### src/hdl/fdc_pkg.sv
`timescale 1ns / 1ps
`default_nettype none

package fdc_pkg;

    localparam int unsigned BYTE_W  = 8;
    localparam int unsigned CRC_W   = 16;
    localparam int unsigned COUNT_W = 17;

    localparam logic [BYTE_W-1:0]  HEADER_RESET = 8'hfe;
    localparam logic [CRC_W-1:0]   POLY_RESET   = 16'ha001;
    localparam logic [CRC_W-1:0]   INIT_RESET   = 16'hffff;

    // fixed frame layout positions
    localparam logic [COUNT_W-1:0] IDX_CRC_LO   = 17'd2;
    localparam logic [COUNT_W-1:0] IDX_CRC_HI   = 17'd3;
    localparam logic [COUNT_W-1:0] IDX_LEN_LO   = 17'd6;
    localparam logic [COUNT_W-1:0] CNT_LEN_FROM = 17'd6;
    localparam logic [COUNT_W-1:0] FRAME_OVHD   = 17'd9;

    // register map, byte address = 4 * index
    localparam int unsigned        ADDR_W       = 4;
    localparam logic [1:0]         REG_HEADER   = 2'd0;
    localparam logic [1:0]         REG_POLY     = 2'd1;
    localparam logic [1:0]         REG_INIT     = 2'd2;

    typedef enum logic [2:0] {
        ST_HUNT1  = 3'd0,
        ST_HUNT2  = 3'd1,
        ST_CRCVER = 3'd2,
        ST_LEN    = 3'd3,
        ST_BODY   = 3'd4
    } t_stage;

    typedef struct packed {
        logic [BYTE_W-1:0]  out_byte;
        logic [COUNT_W-1:0] byte_index;
        logic               frame_last;
        logic               frame_abort;
        logic               crc_ok;
        logic [COUNT_W-1:0] frame_length;
    } t_result;

    // reflected crc, one byte per call, eight shift steps
    function automatic logic [CRC_W-1:0] crc_feed(
        input logic [CRC_W-1:0]  crc,
        input logic [BYTE_W-1:0] b,
        input logic [CRC_W-1:0]  poly
    );
        logic [CRC_W-1:0] c;
        c = crc ^ {8'h00, b};
        for (int k = 0; k < 8; k++) begin
            if (c[0]) begin
                c = (c >> 1) ^ poly;
            end else begin
                c = c >> 1;
            end
        end
        return c;
    endfunction

endpackage

`default_nettype wire

### src/hdl/fdc_parser.sv
`timescale 1ns / 1ps
`default_nettype none

module fdc_parser (
    input  wire logic                        i_clk,
    input  wire logic                        i_rst_n,
    input  wire logic                        i_accept,
    input  wire logic [fdc_pkg::BYTE_W-1:0]  i_byte,
    input  wire logic [fdc_pkg::BYTE_W-1:0]  i_header_byte,
    input  wire logic [fdc_pkg::CRC_W-1:0]   i_crc_poly,
    input  wire logic [fdc_pkg::CRC_W-1:0]   i_crc_init,
    output fdc_pkg::t_result                 o_result,
    output logic                             o_has_result
);
    import fdc_pkg::*;

    t_stage             r_stage, n_stage;
    logic [COUNT_W-1:0] r_count, n_count;
    logic [COUNT_W-1:0] r_expected, n_expected;
    logic [BYTE_W-1:0]  r_len_lo, n_len_lo;
    logic [CRC_W-1:0]   r_crc, n_crc;
    logic [CRC_W-1:0]   r_rx_crc, n_rx_crc;

    logic               hdr_match;
    logic [COUNT_W-1:0] count_inc;
    logic [CRC_W-1:0]   crc_next;
    logic               body_done;

    assign hdr_match = (i_byte == i_header_byte);
    assign count_inc = r_count + 1'b1;
    assign crc_next  = crc_feed(r_crc, i_byte, i_crc_poly);
    assign body_done = (count_inc >= r_expected);

    always_comb begin
        n_stage = r_stage;
        case (r_stage)
            ST_HUNT2: begin
                n_stage = hdr_match ? ST_CRCVER : ST_HUNT1;
            end
            ST_CRCVER: begin
                if (count_inc >= CNT_LEN_FROM) begin
                    n_stage = ST_LEN;
                end
            end
            ST_LEN: begin
                if (r_count != IDX_LEN_LO) begin
                    n_stage = ST_BODY;
                end
            end
            ST_BODY: begin
                if (body_done) begin
                    n_stage = ST_HUNT1;
                end
            end
            default: begin
                n_stage = hdr_match ? ST_HUNT2 : ST_HUNT1;
            end
        endcase
    end

    always_comb begin
        n_count      = r_count;
        n_expected   = r_expected;
        n_len_lo     = r_len_lo;
        n_crc        = r_crc;
        n_rx_crc     = r_rx_crc;
        o_has_result = 1'b1;
        o_result     = '0;
        o_result.out_byte   = i_byte;
        o_result.byte_index = r_count;
        case (r_stage)
            ST_HUNT2: begin
                if (hdr_match) begin
                    n_count  = COUNT_W'(2);
                    n_crc    = i_crc_init;
                    n_rx_crc = '0;
                end else begin
                    o_result.byte_index  = COUNT_W'(1);
                    o_result.frame_abort = 1'b1;
                    n_count    = '0;
                    n_expected = '0;
                end
            end
            ST_CRCVER: begin
                if (r_count == IDX_CRC_LO) begin
                    n_rx_crc[7:0] = i_byte;
                end else if (r_count == IDX_CRC_HI) begin
                    n_rx_crc[15:8] = i_byte;
                end else begin
                    n_crc = crc_next;
                end
                n_count = count_inc;
            end
            ST_LEN: begin
                n_crc = crc_next;
                if (r_count == IDX_LEN_LO) begin
                    n_len_lo = i_byte;
                end else begin
                    n_expected = FRAME_OVHD + {1'b0, i_byte, r_len_lo};
                end
                n_count = count_inc;
            end
            ST_BODY: begin
                n_crc   = crc_next;
                n_count = count_inc;
                if (body_done) begin
                    o_result.frame_last   = 1'b1;
                    o_result.crc_ok       = (crc_next == r_rx_crc);
                    o_result.frame_length = r_expected;
                    n_count    = '0;
                    n_expected = '0;
                end
            end
            default: begin
                // hunting, also covers unused codes
                o_result.byte_index = '0;
                n_expected          = '0;
                if (hdr_match) begin
                    n_count = COUNT_W'(1);
                end else begin
                    n_count      = '0;
                    o_has_result = 1'b0;
                end
            end
        endcase
    end

    always_ff @(posedge i_clk) begin
        if (!i_rst_n) begin
            r_stage    <= ST_HUNT1;
            r_count    <= '0;
            r_expected <= '0;
            r_len_lo   <= '0;
            r_crc      <= '0;
            r_rx_crc   <= '0;
        end else if (i_accept) begin
            r_stage    <= n_stage;
            r_count    <= n_count;
            r_expected <= n_expected;
            r_len_lo   <= n_len_lo;
            r_crc      <= n_crc;
            r_rx_crc   <= n_rx_crc;
        end
    end

endmodule

`default_nettype wire

### src/hdl/frame_deframer_crc16_check.sv
`timescale 1ns / 1ps
`default_nettype none

// length-prefixed frame deframer with crc-16 check
// input channel: one link byte per item on i_in_byte, i_valid / o_stall
// output channel: one item per frame byte, o_valid / i_stall, with the byte,
//   its index in the frame, frame_last, frame_abort, and on the footer byte
//   crc_ok and frame_length; bytes outside a frame produce no item
// frame: two header bytes, crc (le), version, length L (le), L body bytes,
//   footer; crc runs from the version field through the footer
// an accepted byte's item is registered in the output or the skid register
// throughput: one byte per cycle while o_stall is low; the crc for a byte
//   is done in one step in front of the result register
// when the receiver stalls, the output register holds and one more item
//   lands in the skid register; o_stall rises only while the skid is full
// reset (synchronous, active low) returns to hunting the first header byte,
//   empties both output registers and loads register defaults
//   (header 0xfe, poly 0xa001, init 0xffff)
// config: apb registers header_byte @0x0, crc_poly @0x4, crc_init @0x8

module frame_deframer_crc16_check (
    input  wire logic                          i_clk,
    input  wire logic                          i_rst_n,
    input  wire logic                          i_valid,
    output logic                               o_stall,
    input  wire logic [fdc_pkg::BYTE_W-1:0]    i_in_byte,
    output logic                               o_valid,
    input  wire logic                          i_stall,
    output logic [fdc_pkg::BYTE_W-1:0]         o_out_byte,
    output logic [fdc_pkg::COUNT_W-1:0]        o_byte_index,
    output logic                               o_frame_last,
    output logic                               o_frame_abort,
    output logic                               o_crc_ok,
    output logic [fdc_pkg::COUNT_W-1:0]        o_frame_length,
    input  wire logic                          psel,
    input  wire logic                          penable,
    input  wire logic                          pwrite,
    input  wire logic [fdc_pkg::ADDR_W-1:0]    paddr,
    input  wire logic [31:0]                   pwdata,
    output logic [31:0]                        prdata,
    output logic                               pready
);
    import fdc_pkg::*;

    logic [BYTE_W-1:0] r_header_byte;
    logic [CRC_W-1:0]  r_crc_poly;
    logic [CRC_W-1:0]  r_crc_init;
    logic              cfg_wr;
    logic [1:0]        cfg_sel;

    t_result           new_res;
    logic              new_has;
    logic              in_acc;
    logic              out_fire;

    t_result           r_out, r_skid;
    logic              r_out_valid, r_skid_valid;

    assign pready  = 1'b1;
    assign cfg_sel = paddr[3:2];
    assign cfg_wr  = psel && penable && pwrite && pready;

    always_ff @(posedge i_clk) begin
        if (!i_rst_n) begin
            r_header_byte <= HEADER_RESET;
            r_crc_poly    <= POLY_RESET;
            r_crc_init    <= INIT_RESET;
        end else if (cfg_wr) begin
            case (cfg_sel)
                REG_HEADER: r_header_byte <= pwdata[BYTE_W-1:0];
                REG_POLY:   r_crc_poly    <= pwdata[CRC_W-1:0];
                REG_INIT:   r_crc_init    <= pwdata[CRC_W-1:0];
                default:    ;
            endcase
        end
    end

    always_comb begin
        case (cfg_sel)
            REG_HEADER: prdata = {24'h0, r_header_byte};
            REG_POLY:   prdata = {16'h0, r_crc_poly};
            REG_INIT:   prdata = {16'h0, r_crc_init};
            default:    prdata = '0;
        endcase
    end

    assign o_stall  = r_skid_valid;
    assign in_acc   = i_valid && !r_skid_valid;
    assign out_fire = r_out_valid && !i_stall;

    fdc_parser u_parser (
        .i_clk         (i_clk),
        .i_rst_n       (i_rst_n),
        .i_accept      (in_acc),
        .i_byte        (i_in_byte),
        .i_header_byte (r_header_byte),
        .i_crc_poly    (r_crc_poly),
        .i_crc_init    (r_crc_init),
        .o_result      (new_res),
        .o_has_result  (new_has)
    );

    always_ff @(posedge i_clk) begin
        if (!i_rst_n) begin
            r_out_valid  <= 1'b0;
            r_skid_valid <= 1'b0;
        end else if (r_skid_valid) begin
            if (out_fire) begin
                r_out_valid  <= 1'b1;
                r_skid_valid <= 1'b0;
            end
        end else if (in_acc && new_has) begin
            if (!r_out_valid || out_fire) begin
                r_out_valid <= 1'b1;
            end else begin
                r_skid_valid <= 1'b1;
            end
        end else if (out_fire) begin
            r_out_valid <= 1'b0;
        end
    end

    always_ff @(posedge i_clk) begin
        if (r_skid_valid) begin
            if (out_fire) begin
                r_out <= r_skid;
            end
        end else if (in_acc && new_has) begin
            if (!r_out_valid || out_fire) begin
                r_out <= new_res;
            end else begin
                r_skid <= new_res;
            end
        end
    end

    assign o_valid        = r_out_valid;
    assign o_out_byte     = r_out.out_byte;
    assign o_byte_index   = r_out.byte_index;
    assign o_frame_last   = r_out.frame_last;
    assign o_frame_abort  = r_out.frame_abort;
    assign o_crc_ok       = r_out.crc_ok;
    assign o_frame_length = r_out.frame_length;

    // skid only fills behind a held output item
    a_skid_behind_out: assert property (@(posedge i_clk) disable iff (!i_rst_n)
        r_skid_valid |-> r_out_valid)
        else $error("skid full with empty output register");

    a_last_abort_excl: assert property (@(posedge i_clk) disable iff (!i_rst_n)
        o_valid |-> !(o_frame_last && o_frame_abort))
        else $error("frame_last and frame_abort together");

    a_last_length: assert property (@(posedge i_clk) disable iff (!i_rst_n)
        (o_valid && o_frame_last) |-> (o_frame_length >= FRAME_OVHD
            && o_byte_index + 1'b1 == o_frame_length))
        else $error("footer index does not match frame length");

    a_crc_ok_only_last: assert property (@(posedge i_clk) disable iff (!i_rst_n)
        (o_valid && !o_frame_last) |-> (!o_crc_ok && o_frame_length == '0))
        else $error("crc status outside footer item");

endmodule

`default_nettype wire
### config.mk
export PLATFORM = sky130hd
export DESIGN_NAME = frame_deframer_crc16_check
export DESIGN_NICKNAME = d
export VERILOG_FILES = /design/src/hdl/fdc_pkg.sv /design/src/hdl/fdc_parser.sv /design/src/hdl/frame_deframer_crc16_check.sv
export SDC_FILE = /design/constraint.sdc
export NUM_CORES = 1
export LEC_CHECK = 0
export BUFFER_PORTS_ARGS = -buffer_cell sky130_fd_sc_hd__buf_2
export CAP_MARGIN = 15
export CORE_MARGIN = 4
export CORE_UTILIZATION = 56
export CTS_BUF_LIST = sky130_fd_sc_hd__clkbuf_8
export DETAILED_ROUTE_END_ITERATION = 10
export PLACE_DENSITY = 0.79
export SLEW_MARGIN = 20
export SYNTH_ARGS = -nofsm -noshare
export SYNTH_HDL_FRONTEND = slang
export SYNTH_HIERARCHICAL = 1
export SYNTH_SLANG_ARGS = --single-unit
### constraint.sdc
create_clock -name i_clk -period 5 [get_ports i_clk]
set_input_delay 0.5 -clock i_clk [delete_from_list [all_inputs] [get_ports i_clk]]
set_output_delay 0.5 -clock i_clk [all_outputs]
set_load 0.05 [all_outputs]
==> run metrics, run 1 <==
CTS buffer count 35; largest area contributor in the synthesized netlist edfxtp_1; antenna cell count 0; fin nets 1,740; grt ovf 0; Reg clk slew, reported paths 0.06 ns; area delta synth->final 17.6%; Hold Vio Cnt, Final 0; Clock Tree Buf Depth 3; first-pass GRT wire length 58,100 um; Sink Count 209; clk_lat worst skew 0.53 ns; die height 164 um; Comb pwr share 35.7%; Yosys Warn Count 6; final setup TNS -0.0278 ns; synthesized instance count 1,482; DRC 0; crit share post-route 101%; die area 26,900 um2; Slew Viols, Final 0; CP max FO 7; min Tclk post-route 5.03 ns; vias in the first global route 11,100; number of antenna violations at the first check in global routing 0; RSZ-0062 raised after global routing yes; Chip Width 164 um; FF+latch count, synth 209; post-synthesis sequential area ratio 37.2%; DR vias 11,500; number of nets still failing antenna checks after routing 0; filler cell count 1,832; Slew HR 30.4%; root buf cell clkbuf_8; post-synth top area share 19.8%; most frequently used flop master after synthesis dfxtp_1; GP Congestion 0.974; crit end category flop; Worst setup SP type flop; Cell Int Power 3.29 mW; worst endpoint required time 5.40 ns; via/cell ratio 5.73; async set-or-reset flop fraction in the synthesized netlist 0%; Hold Path Class input pin to flop; clock power share 27.1%; failing checks negative setup slack; area of the multi-input gates 8100 um2; largest net degree at the start of global routing 104; Setup Viol. Count Final 1; Setup Skew 0.0416 ns; Cell Area, Synth 13,700 um2; core area 23,800 um2; storage element area 5090 um2; Port Buffers 95; sw frac 33.1%; path type of the worst setup path flop to flop; P_leak 6.56 nW; EDFF count, synth 90; Arrival @ worst endpoint 5.43 ns; final instance area 16,100 um2; most common library cells after synthesis nand2_1, dfxtp_1, xnor2_1; Ports 131; area post-placement 15,200 um2; largest cells by area after synthesis edfxtp_1, dfxtp_1, xnor2_1, mux2i_1, nand2_1; DR pass1 iterations 5; initial core utilization 57.5%; total track usage 26.6%; cts hold-fix bufs 0; CTS tree yes; worst-margin pin slew 1.04 ns; routed len/inst 18.1 um; DPL Wire Length 27,000 um; worst vdd ir 0.228 mV; PwrDens 306 nW/um2; Unique masters post-synth 81; share of post-route cells with drive strength above 1 23.4%; Max Cap Viol 0; iteration-0 DRC count of the detailed router 804; WHS 0.224 ns; P_sw 1.63 mW; syn avg cell area 9.21 um2; top-count cell post-synth nand2_1; status complete, but fails checks; # rows 56; Util after Layout 67.6%; Routed Wire Length 36,300 um; Peak Freq 199 MHz; htree depth 2; fin worst setup slack -0.0278 ns; sequential power share 37.2%
cells by family (layout without fill, tap and decap cells):
kind of cell | count (synthesis) | after routing | synth area share, %
buffers and inverters | 167 | 361 | 5.63
DFF | 209 | 209 | 37.2
muxes | 133 | 133 | 10.2
xor gates and xnor gates | 175 | 175 | 13.2
other | 2 | 17 | 0.0550
adders and majority gates | 22 | 22 | 2.00
AOI/OAI and AO/OA | 230 | 230 | 12.0
and+or+nand+nor | 544 | 544 | 19.7
layout by cell type (no fill, tap or decap), drive strengths merged, types with 6 or more instances in the layout:
master / netlist / layout
a211o: 6 / 6
a211oi: 10 / 10
a21boi: 32 / 32
a21oi: 19 / 19
a221oi: 7 / 7
a22o: 10 / 10
a22oi: 7 / 7
a31oi: 12 / 12
and2: 17 / 17
and3: 17 / 17
buf: 49 / 253
clkbuf: 70 / 35
clkinv: 1 / 11
conb: 2 / 17
dfxtp: 119 / 119
edfxtp: 90 / 90
ha: 21 / 21
inv: 47 / 61
mux2: 48 / 48
mux2i: 85 / 85
nand2: 201 / 201
nand3: 35 / 35
nand4: 36 / 36
nor2: 74 / 74
nor2b: 76 / 76
nor3: 34 / 34
nor4: 14 / 14
o211ai: 13 / 13
o21a: 13 / 13
o21ai: 63 / 63
o31ai: 6 / 6
or2: 6 / 6
or3: 11 / 11
or4: 7 / 7
xnor2: 115 / 115
xnor3: 14 / 14
xor2: 44 / 44
registers in the layout, indices dropped and copies added, names as in the netlist, 17 cells and up:
signal / count
o_byte_index: 17
o_frame_length: 17
r_skid: 45
u_parser/r_count: 17
u_parser/r_expected: 17
worst max-delay path, stage by stage, from the launching register on:
cell and delay (ns):
dfxtp_2 0.37, xor2_4 0.29, nand2_1 0.13, xnor2_1 0.49, or4_1 0.24, nand2_1 0.08, buf_4 0.20, or3_1 0.34
mux2_2 0.26, a41oi_1 0.16, buf_4 0.22, mux2i_1 0.22, xnor3_1 0.28, xnor3_1 0.36, or3_1 0.37, or4_4 0.51
nor4_4 0.20, mux2_4 0.20
power by group through the flow:
stage | Clock (mW) | Sequential (mW) | Combinational [mW]
after floorplan | 0 | 1.90 | 1.03
final | 1.33 | 1.83 | 1.75
after global routing | 1.43 | 1.83 | 1.86
after detailed placement | 0 | 1.86 | 1.65
after global placement | 0 | 1.86 | 1.63
after CTS | 1.35 | 1.83 | 1.70
cell type report:
| class | instances | area share, % |
|---|---|---|
| multi-input cells | 1121 | 50.5 |
| flip-flops and latches | 209 | 31.7 |
| repair buffers | 253 | 10.5 |
| clock buffers | 35 | 3.00 |
| well taps | 319 | 2.49 |
| inverters | 48 | 1.12 |
| clock inverters | 25 | 0.725 |
metrics by stage:
stage                     std cells  power, mW  worst slack, ns
after floorplan                1497       2.94          -0.0406
after global placement         1943       3.49           -0.405
after detailed placement       1943       3.51           -0.450
after CTS                      2005       4.87          -0.0550
after global routing           2010       5.12           -0.153
final                          2010       4.91          -0.0278
what timing repair did:
action,CTS,global route
gates resized for setup,13,18
pin swaps,4,7
buffers inserted,2,5
endpoints found under the setup margin,2,2
metal layers:
layer / vias to the layer above / track usage, % / share of wire [%]
li1: 5541 / - / -
met4: 0 / 9.38 / 3.5
met1: 5487 / 34.6 / 42
met5: - / 0 / 0
met2: 405 / 45.5 / 48
met3: 81 / 3.79 / 5.7
path summary, 6_finish.rpt:
kind | startpoint | to | slack, ns | depth (start not counted)
setup / recovery | u_parser/r_crc[0] | o_crc_ok | -0.03 | 17
hold / removal | pwdata[14] | r_crc_poly[14] | 0.22 | 3
setup reg to reg | u_parser/r_crc[0] | o_crc_ok | -0.03 | 17
hold reg to reg | u_parser/r_expected[6] | u_parser/r_expected[6] | 0.47 | 2
Note: power is estimated with default switching activity, not from simulation.
==> inputs of run 2 (changes only) <==
--- a/config.mk
+++ b/config.mk
@@ -7,11 +7,13 @@
 export LEC_CHECK = 0
 export BUFFER_PORTS_ARGS = -buffer_cell sky130_fd_sc_hd__buf_2
 export CAP_MARGIN = 15
+export CELL_PAD_IN_SITES_DETAIL_PLACEMENT = 2
+export CELL_PAD_IN_SITES_GLOBAL_PLACEMENT = 2
 export CORE_MARGIN = 4
-export CORE_UTILIZATION = 56
+export CORE_UTILIZATION = 42
 export CTS_BUF_LIST = sky130_fd_sc_hd__clkbuf_8
 export DETAILED_ROUTE_END_ITERATION = 10
-export PLACE_DENSITY = 0.79
+export PLACE_DENSITY_LB_ADDON = 0.1
 export SLEW_MARGIN = 20
 export SYNTH_ARGS = -nofsm -noshare
 export SYNTH_HDL_FRONTEND = slang
==> constraint.sdc (replaced) <==
create_clock -name i_clk -period 6 [get_ports i_clk]
set_input_delay 0.6 -clock i_clk [delete_from_list [all_inputs] [get_ports i_clk]]
set_output_delay 0.6 -clock i_clk [all_outputs]
set_load 0.05 [all_outputs]
==> run metrics, run 2 (synthesized netlist as in run 1, its figures left out) <==
grt ovf 0 (unchanged); Hold Vio Cnt, Final 0 (unchanged); path type of the worst setup path flop to flop; commonest cells after routing, fill and taps aside nand2_1, dfxtp_1, xnor2_1; CTS buffer count 39 (+11%); htree depth 2 (unchanged); Cell Int Power 2.75 mW (-16%); clk_lat worst skew 0.57 ns (+0.04 ns); length in cells of the worst reg-to-reg path 16 (-1); post-CTS setup buffers 0 (-2); final instance area 15,600 um2 (-3.0%); area post-placement 14,700 um2 (-3.3%); fin nets 1,660 (-4.6%); Worst setup SP type flop; Largest Register r_skid; P_sw 1.43 mW (-12%); share of post-route cells with drive strength above 1 18.9% (-4.4 points); worst endpoint required time 6.42 ns (+1.02 ns); HP Start pwdata[1]; GP Congestion 0.853 (-12%); DR vias 11,600 (+0.62%); clock power share 32.8% (+5.7 points); most common cell after layout, fill and taps aside nand2_1; Ports 131 (unchanged); critical path startpoint u_parser/r_crc[2]; setup slack, reg-to-reg 0.33 ns (+0.36 ns); hold depth 3 (unchanged); worst-margin pin slew 1.05 ns (+0.00889 ns); iteration-0 DRC count of the detailed router 454 (-44%); worst vdd ir 0.152 mV (-33%); number of flip-flops in the largest register 45 (unchanged); status complete, no violations; area delta synth->final 14.0%; crit share post-route 94.4% (-6.1 points); Comb pwr share 30.7% (-5.0 points); Sink Count 209 (unchanged); CP max FO 9 (+2); P_leak 6.20 nW (-5.4%); number of antenna violations at the first check in global routing 0 (unchanged); Routed Wire Length 48,700 um (+34%); Reg clk slew, reported paths 0.07 ns (about the same); die area 35,500 um2 (+32%); Arrival @ worst endpoint 6.09 ns (+0.66 ns); Clock Tree Buf Depth 3 (unchanged); root buf cell clkbuf_8; via/cell ratio 5.64 (-1.5%); Port Buffers 95 (unchanged); PwrDens 268 nW/um2 (-12%); sw frac 34.3% (+1.2 points); crit end category flop; largest net degree at the start of global routing 87 (-16%); Setup Skew 0.0406 ns (-0.00102 ns); sequential power share 36.5% (-0.7 points); CTS tree yes; DR pass1 iterations 5 (unchanged); die height 188 um (+15%); routed len/inst 23.7 um (+31%); Setup Viol. Count Final 0 (-1); Max Cap Viol 0 (unchanged); Util after Layout 48.9% (-19 points); Peak Freq 177 MHz (-11%); Slew HR 29.4% (-0.99 points); reg2reg start u_parser/r_crc[2]; PnR Total Power 4.18 mW (-15%); core area 31,800 um2 (+34%); # rows 65 (+16%); first-pass GRT wire length 75,800 um (+30%); antenna cell count 0 (unchanged); DRC 0 (unchanged); DPL Wire Length 35,600 um (+32%); total track usage 26.8% (+0.17 points); Chip Width 188 um (+15%); initial core utilization 42.9% (-15 points); vias in the first global route 12,800 (+15%); number of nets still failing antenna checks after routing 0 (unchanged); min Tclk post-route 5.67 ns (+0.638 ns); filler cell count 3,451 (+88%); Hold Path Class input pin to flop; Slew Viols, Final 0 (unchanged)
-- run 2: final cells by class --
| type | instances | area, um2 | share of cell area, % |
|---|---|---|---|
| Timing Repair Buffer | 169 | 1050 | 6.72 |
| Multi-Input combinational cell | 1121 | 7950 | 51.1 |
| Clock inverter | 29 | 179 | 1.15 |
| Tap cell | 435 | 544 | 3.50 |
| Clock buffer | 42 | 578 | 3.71 |
| Sequential cell | 209 | 5090 | 32.7 |
| Inverter | 48 | 180 | 1.16 |
-- run 2: worst max-delay path, stage by stage, from the launching register on --
cell and delay (ns):
dfxtp_1 0.45, xor2_4 0.28, xnor2_2 0.20, mux2_4 0.34
and3_1 0.18, a311o_1 0.34, buf_4 0.18, or4_1 0.51
a41oi_1 0.34, buf_12 0.18, mux2i_1 0.28, xor2_2 0.26
xnor3_1 0.38, or3_1 0.41, or4_1 0.58, nor4_2 0.37
mux2_2 0.21
-- run 2: final timing paths --
kind,to
min reg2reg,u_parser/r_expected[3]
max reg2reg,o_crc_ok
min,r_crc_poly[1]
max,o_crc_ok
-- run 2: per-layer routing --
layer | track usage [%] | up-vias | share of wire, %
met5 | 0 | - | 0
met4 | 8.88 | 0 | 3.5
met3 | 3.11 | 91 | 2.8
met2 | 51.0 | 219 | 53
met1 | 31.1 | 5891 | 40
li1 | - | 5384 | -
-- run 2: repair_timing --
action | in CTS | in global routing
resized for setup | 1 | 9
pin swaps | 0 | 1
hold buffers | 0 | 0
endpoints found under the setup margin | 1 | 2
-- run 2: power by group through the flow --
stage / sequential, mW / clock (mW) / combinational, mW
detailed placement: 1.56 / 0 / 1.26
global route: 1.53 / 1.47 / 1.36
floorplan: 1.58 / 0 / 0.834
CTS: 1.53 / 1.41 / 1.27
finish: 1.53 / 1.37 / 1.28
global placement: 1.55 / 0 / 1.21
-- run 2: per-stage QoR --
| stage | TNS, ns | setup slack [ns] | instances | hold slack, ns |
|---|---|---|---|---|
| floorplan | 0 | 0.467 | 1497 | 0.441 |
| global placement | -0.0170 | -0.0170 | 1982 | 0.455 |
| detailed placement | -0.591 | -0.359 | 1982 | 0.467 |
| CTS | 0 | 0.157 | 2053 | 0.266 |
| global route | -0.00275 | -0.00275 | 2053 | 0.286 |
| finish | 0 | 0.334 | 2053 | 0.300 |
